## src/rtl/core/cpt_pkg.sv

```systemverilog
// ----------------------------------------------------------------------------
// cpt_pkg
// shared widths, codes and item structs for the closest point on triangle core
// ----------------------------------------------------------------------------
package cpt_pkg;

    localparam int CW    = 16;  // coordinate, signed q8.8
    localparam int EW    = 17;  // edge and offset vectors
    localparam int DW    = 36;  // dot products
    localparam int HW    = 38;  // sums of dot products
    localparam int WW    = 74;  // det, s, t and divider operands
    localparam int QW    = 17;  // q0.16 fraction including 1.0
    localparam int AW    = 38;  // output accumulator
    localparam int STEPS = 16;  // quotient bits

    localparam logic [QW-1:0] FRAC_ONE = 17'h10000;

    typedef enum logic [1:0] {
        T_ZERO,
        T_LANE,
        T_COMP
    } t_tmode;

    typedef struct packed {
        logic [2:0][CW-1:0] v0;
        logic [2:0][EW-1:0] e0;
        logic [2:0][EW-1:0] e1;
        t_tmode             tmode;
    } t_side;

    typedef struct packed {
        t_side         side;
        logic [WW-1:0] num_a;
        logic [WW-1:0] den_a;
        logic [WW-1:0] num_b;
        logic [WW-1:0] den_b;
    } t_job;

endpackage

```

## src/rtl/core/cpt_fifo.sv

```systemverilog
// ----------------------------------------------------------------------------
// cpt_fifo
// short queue of classified items between front and back
// ----------------------------------------------------------------------------
module cpt_fifo #(
    parameter int DEPTH = 4
) (
    input  logic          i_clk,
    input  logic          i_rst_n,
    input  logic          i_push,
    input  cpt_pkg::t_job i_data,
    output logic          o_valid,
    output cpt_pkg::t_job o_data,
    output logic          o_full
);
    import cpt_pkg::*;

    localparam int PTR_W = (DEPTH > 1) ? $clog2(DEPTH) : 1;
    localparam int CNT_W = $clog2(DEPTH + 1);

    t_job             r_mem [DEPTH];
    logic [PTR_W-1:0] r_wr, r_rd;
    logic [CNT_W-1:0] r_cnt;
    logic             w_push, w_pop;

    // the back end never stalls, so the head leaves in every cycle that the queue is not empty
    assign w_push  = i_push && (r_cnt != CNT_W'(DEPTH));
    assign w_pop   = r_cnt != '0;
    assign o_valid = w_pop;
    assign o_data  = r_mem[r_rd];
    assign o_full  = r_cnt == CNT_W'(DEPTH);

    always_ff @(posedge i_clk) begin
        if (w_push) begin
            r_mem[r_wr] <= i_data;
        end
    end

    always_ff @(posedge i_clk) begin
        if (!i_rst_n) begin
            r_wr  <= '0;
            r_rd  <= '0;
            r_cnt <= '0;
        end else begin
            if (w_push) begin
                r_wr <= (r_wr == PTR_W'(DEPTH - 1)) ? '0 : r_wr + 1'b1;
            end
            if (w_pop) begin
                r_rd <= (r_rd == PTR_W'(DEPTH - 1)) ? '0 : r_rd + 1'b1;
            end
            r_cnt <= r_cnt + CNT_W'(w_push) - CNT_W'(w_pop);
        end
    end

endmodule

```

## config.mk

```make
export PLATFORM = sky130hd
export DESIGN_NAME = cpt_fifo
export DESIGN_NICKNAME = d
export VERILOG_FILES = /design/src/rtl/core/cpt_pkg.sv /design/src/rtl/core/cpt_fifo.sv
export SDC_FILE = /design/constraint.sdc
export NUM_CORES = 1
export LEC_CHECK = 0
export BUFFER_PORTS_ARGS = -buffer_cell sky130_fd_sc_hd__buf_2
export CORE_AREA = 8 8 347 349
export DETAILED_ROUTE_END_ITERATION = 8
export DIE_AREA = 0 0 355 357
export PLACE_DENSITY_LB_ADDON = 0.12
export SYNTH_ARGS = -nofsm -noshare
export SYNTH_HDL_FRONTEND = slang
export SYNTH_SLANG_ARGS = --single-unit
```

## constraint.sdc

```tcl
create_clock -name i_clk -period 17.3 [get_ports i_clk]
set_input_delay 0 -clock i_clk [delete_from_list [all_inputs] [get_ports i_clk]]
set_output_delay 0 -clock i_clk [all_outputs]
set_load 0.1 [all_outputs]
```

==> impl_metrics.ini, run 1 <==
[global_routing]
grt_use_total_pct = 25.1
grt_pass1_vias = 35930
grt_pass1_wl_mm = 235
antenna_found_initial = 35
grt_max_degree = 169
grt_overflow = 0

[sta]
tns_ns = 0
fmax_ghz = 0.167
fin_skew_ns = 0.0312
max-slew-margin-rel_pct = 18.3
hold_slack_ns = 0.0543
worst_pin_slew_ns = 1.22
setup_viol = 0
fin_crit_sh_pct = 34.7
rsz0062_at_grt = no
layout_min_cycle_time_ns = 6.00
maxSlewViolCount = 0
hold_viol = 0

[run]
cap_violations = 0

[layout]
fin_cells = 5926
multi_input_area_sq_um = 10400
synthToLayoutAreaGrowth_pct = 29.8
drive_gt1_share_pct = 36.8
register_area_sq_um = 54000
fin_area_sq_um = 85100
final_nets = 4691
n_fill_cell = 6376

[drt]
drtPass1Iterations = 7
num_vias = 33189
post_drt_wl_per_cell_microns = 27.3
via_per_inst = 5.60
drc = 0
finalWirelength_mm = 162
drtIter0Drc = 2454
ant_nets = 0

[floorplan]
core_area_sq_um = 115000
start_util_pct = 56.9
die_w_microns = 355
dieArea_sq_um = 127000
io_pins = 901
rows = 125
die_y_microns = 357

[setup_path]
r2r_start = r_cnt[1]
startpoint_type = register
path_max_fanout = 52
worstPathArrival_ns = 6.00
critPathKind = register to output port
critPathRequiredTime_ns = 17.30
cp-end-kind = output port

[placed_design]
place.gp.congestion = 0.795
port-buffer-count = 900
place_area_sq_um = 71100
hpwl_mm = 96.3
dp_cells = 4741

[logic_synthesis]
synthDistinctLibCells = 21
yosysMostFrequentCell = edfxtp_1
synth_ff_type = edfxtp_1
synthArstFlopShare_pct = 0
synth-edff-count = 1792
avgSynthCellArea_sq_um = 27.5
synth_top_cell_area_share_pct = 82.1
yosysTopAreaCell = edfxtp_1
synthCells = 2388
synthTopCellsByArea = edfxtp_1 (82%), mux4_2 (15%), buf_12 (1.3%)
yosysSeqAreaShare_pct = 82.4
synth_seq_cells = 1801
netlist_top_cells_count = edfxtp_1 (1792), mux4_2 (448), buf_12 (44), buf_2 (44), dfxtp_1 (9)
synth_nets = 2847
synthesis.area_sq_um = 65600
yosys_warnings = 0

[clock_tree]
cts_tree = built
clk_pin_slew_ns = 0.06
cts_buffer_depth = 3
cts_resized = 0
cts_root_buffer = clkbuf_16
cts.sinks = 1801
htree_num_levels = 4
cts_buffers = 175
clkLatencyLatePin_ns = 0.78

[min_path]
hold_path_class = input port to register
hold_path_startpoint = i_data[114]

[status]
status = complete, no violations
[cell type report]
type,instances,share of cell area (%)
clock buffer,234,5.51
tap,1524,2.24
timing repair buffer,1768,15.5
multi-input combinational,480,12.2
inverter,6,0.0265
clock inverter,85,0.991
sequential,1801,63.4
antenna,28,0.0823
[what timing repair did]
action / CTS / global route
endpoints found under the hold margin: 1801 / 0
buffers inserted: 0 / 0
hold buffers: 838 / 0
[path summary, 6_finish.rpt]
check | end | slack [ns] | cells past startpoint
worst max-delay path | o_data[388] | 11.30 | 6
worst min-delay path | r_mem[2][114] | 0.05 | 2
worst max register to register | r_mem[2][385] | 12.95 | 6
worst min register to register | register | 0.53 | 2
[state kept, by name, summed over array words and instances, names as in the netlist, named ones only]
signal  cells
r_cnt       3
r_mem    1792
r_rd        2
r_wr        2
[worst max-delay path: stages, from the launching register on]
cell	delay, ns
dfxtp_4	0.88
buf_4	0.91
buf_4	0.84
buf_4	0.78
buf_4	0.72
mux4_2	0.62
buf_2	0.32
[logic make-up after synthesis]
kind of cell	count (synthesis)	synth area share, %
adder cells (fa/ha/maj)	8	0.164
buffers and inverters	107	1.85
multiplexers	451	15.4
XOR/XNOR	2	0.0267
flip-flops	1801	82.4
AND/OR/NAND/NOR	18	0.149
AO/OA/AOI/OAI	1	0.0115
[metrics by stage]
| stage | util (%) | worst slack, ns |
|---|---|---|
| after floorplan | - | 5.02 |
| after global placement | 61.8 | 11.86 |
| after detailed placement | 61.8 | 11.82 |
| after CTS | 73.9 | 10.95 |
| after global routing | 73.9 | 10.65 |
| final | 73.9 | 11.30 |
[layer usage]
metal  vias up  track usage, %  share of wire (%)
met3       308            7.76                8.5
met4        20            10.4                4.5
met2      1345            42.9                 52
met1     17307            29.7                 35
li1      14209               -                  -
met5         -               0              0.078
[placed cells by master, fill, tap and decap left out]
cell type / n
a21boi_0: 1
and2_1: 2
and2_4: 4
buf_12: 8
buf_2: 900
buf_4: 22
bufinv_16: 14
clkbuf_1: 55
clkbuf_16: 179
clkinv_1: 37
clkinv_16: 1
clkinv_2: 22
clkinv_4: 1
clkinv_8: 5
clkinvlp_4: 1
dfxtp_1: 7
dfxtp_4: 2
diode_2: 28
dlygate4sd3_1: 838
edfxtp_1: 1792
fa_1: 1
ha_1: 7
inv_1: 6
inv_16: 1
inv_6: 3
mux2i_1: 3
mux4_2: 448
nand2_1: 5
nor2_1: 1
nor2b_1: 3
nor3_1: 1
nor3b_1: 1
or3_1: 1
xnor2_1: 2
Power of run 1 is not shown: default switching activity piles up to over one toggle a cycle in this logic, so the estimate is an artifact.
==> run 2: changes to the inputs <==
--- a/config.mk
+++ b/config.mk
@@ -6,9 +6,10 @@
 export NUM_CORES = 1
 export LEC_CHECK = 0
 export BUFFER_PORTS_ARGS = -buffer_cell sky130_fd_sc_hd__buf_2
-export CORE_AREA = 8 8 347 349
+export CORE_ASPECT_RATIO = 1.2
+export CORE_MARGIN = 8
+export CORE_UTILIZATION = 57
 export DETAILED_ROUTE_END_ITERATION = 8
-export DIE_AREA = 0 0 355 357
 export PLACE_DENSITY_LB_ADDON = 0.12
 export SYNTH_ARGS = -nofsm -noshare
 export SYNTH_HDL_FRONTEND = slang
==> constraint.sdc (replaced) <==
create_clock -name i_clk -period 5.6 [get_ports i_clk]
set_input_delay 0 -clock i_clk [delete_from_list [all_inputs] [get_ports i_clk]]
set_output_delay 0 -clock i_clk [all_outputs]
set_load 0.1 [all_outputs]
==> run 2 against run 1 <==
Compared with the run above: global-route usage is essentially flat; via count grew 0.64%; non-clock buffer count shrank 6; utilization grew 0.24 points; sequential share of layout area grew 0.22 points; first-iteration DRC count grew 16%; hold slack lost 0.016 ns; routed wire length shrank 0.33%; final cell count shrank 0.27%; flip-flop and latch count is the same; die area shrank 0.46%; critical path type unchanged; largest cell class unchanged.
==> impl_metrics.ini, run 2 (synthesized netlist as in run 1, its figures left out) <==
[setup_path]
worstPathArrival_ns = 3.46
crit_path_top_delay_cell = dfxtp_4
startpoint_type = register
slowest_delay_ns = 0.90
path_cells = buf_4, mux4_2, buf_2
cp-end-kind = output port
critPathRequiredTime_ns = 5.60
critPathKind = register to output port
path_max_fanout = 38

[clock_tree]
htree_num_levels = 4
clk_pin_slew_ns = 0.06
cts_root_buffer = clkbuf_16
postCtsHoldBufs = 820
cts_buffers = 167
cts_resized = 0
clkLatencyLatePin_ns = 0.79
cts_setup_buffers = 0
cts_buffer_depth = 3
cts_tree = built
cts.sinks = 1801

[sta]
max-slew-margin-rel_pct = 33.3
layout_min_cycle_time_ns = 3.46
setup_viol = 0
fin_crit_sh_pct = 61.7
fmax_ghz = 0.289
hold_viol = 0
rsz0062_at_grt = no
maxSlewViolCount = 0
fin_skew_ns = 0.0407
worst_pin_slew_ns = 1.00

[drt]
post_drt_wl_per_cell_microns = 27.3
num_vias = 33403
ant_nets = 0
drc = 0
via_per_inst = 5.65
finalWirelength_mm = 161
drtIter0Drc = 2846
drtPass1Iterations = 5

[layout]
fin_area_sq_um = 84800
largest-register = r_mem
layout_commonest_cell = edfxtp_1
largest_reg_flops = 1792
n_fill_cell = 6388
post-route-util_pct = 74.2
final_nets = 4677
fin_cells = 5910
largestRegisters = r_mem: 1792 flops, r_cnt: 3 flops
layout_common_cells = edfxtp_1 (1792), buf_2 (900), dlygate4sd3_1 (820)
drive_gt1_share_pct = 37.2
synthToLayoutAreaGrowth_pct = 29.4

[global_routing]
grt_use_total_pct = 25.1
grt_max_degree = 139
grt_overflow = 0
grt_pass1_wl_mm = 236
antenna_found_initial = 43
grt_pass1_vias = 36067

[floorplan]
start_util_pct = 57.3
rows = 136
die_w_microns = 326
io_pins = 901
core_area_sq_um = 114000
die_y_microns = 387
dieArea_sq_um = 126000

[placed_design]
port-buffer-count = 900
hpwl_mm = 98.2
place.gp.congestion = 0.807
dp_cells = 4747
place_area_sq_um = 71400

[min_path]
hold_path_class = input port to register

[status]
status = complete, no violations

[run]
cap_violations = 0
run 2: cell count changes in the layout (fill, tap and decap cells not counted), sizes merged:
cell and delta:
dlygate4sd3 -18, clkinv +10, inv +1, clkbuf -21
buf +12, bufinv -8, diode +10, clkinvlp +4
run 2: worst paths after layout:
check | startpoint | endpoint | slack (ns) | cells past startpoint
worst max-delay path | register | o_data[311] | 2.14 | 3
worst min-delay path | i_data[194] | r_mem[0][194] | 0.04 | 2
worst max register to register | r_cnt[1] | r_mem[1][216] | 2.59 | 4
worst min register to register | r_wr[1] | r_wr[1] | 0.52 | 2
run 2: metrics by stage:
| stage | hold WS, ns | TNS (ns) | setup WS, ns |
|---|---|---|---|
| 2_1_floorplan | 0.0989 | -2897.94 | -1.62 |
| 3_3_place_gp | 0.208 | 0 | 2.59 |
| 3_5_place_dp | 0.216 | 0 | 2.57 |
| 4_1_cts | 0.000193 | 0 | 1.99 |
| 5_1_grt | 0.00519 | 0 | 1.89 |
| 6_report | 0.0383 | 0 | 2.14 |
run 2: cell type report:
type                    instances  area (sq um)  share of cell area [%]
inverters                       6          22.5                  0.0266
clock inverters                92           629                   0.742
well taps                    1518          1900                    2.24
multi-input cells             480         10400                    12.2
repair buffers               1762         13300                    15.7
flip-flops and latches       1801         54000                    63.7
clock buffers                 213          4530                    5.34
diodes                         38          95.1                   0.112
run 2: critical path: cells and delay by family, from the launching register on:
kind,cells,cell delay (ns)
buffers and inverters,2,1.08
DFF,1,0.90
muxes,1,0.64
run 2: metal layers:
| layer | track usage, % | share of wire (%) | vias up |
|---|---|---|---|
| met3 | 7.78 | 8.6 | 305 |
| met5 | 0 | 0.063 | - |
| li1 | - | - | 14174 |
| met2 | 42.0 | 51 | 1412 |
| met1 | 30.2 | 36 | 17496 |
| met4 | 11.3 | 4.6 | 16 |
Power of run 2 is left out for the same reason.
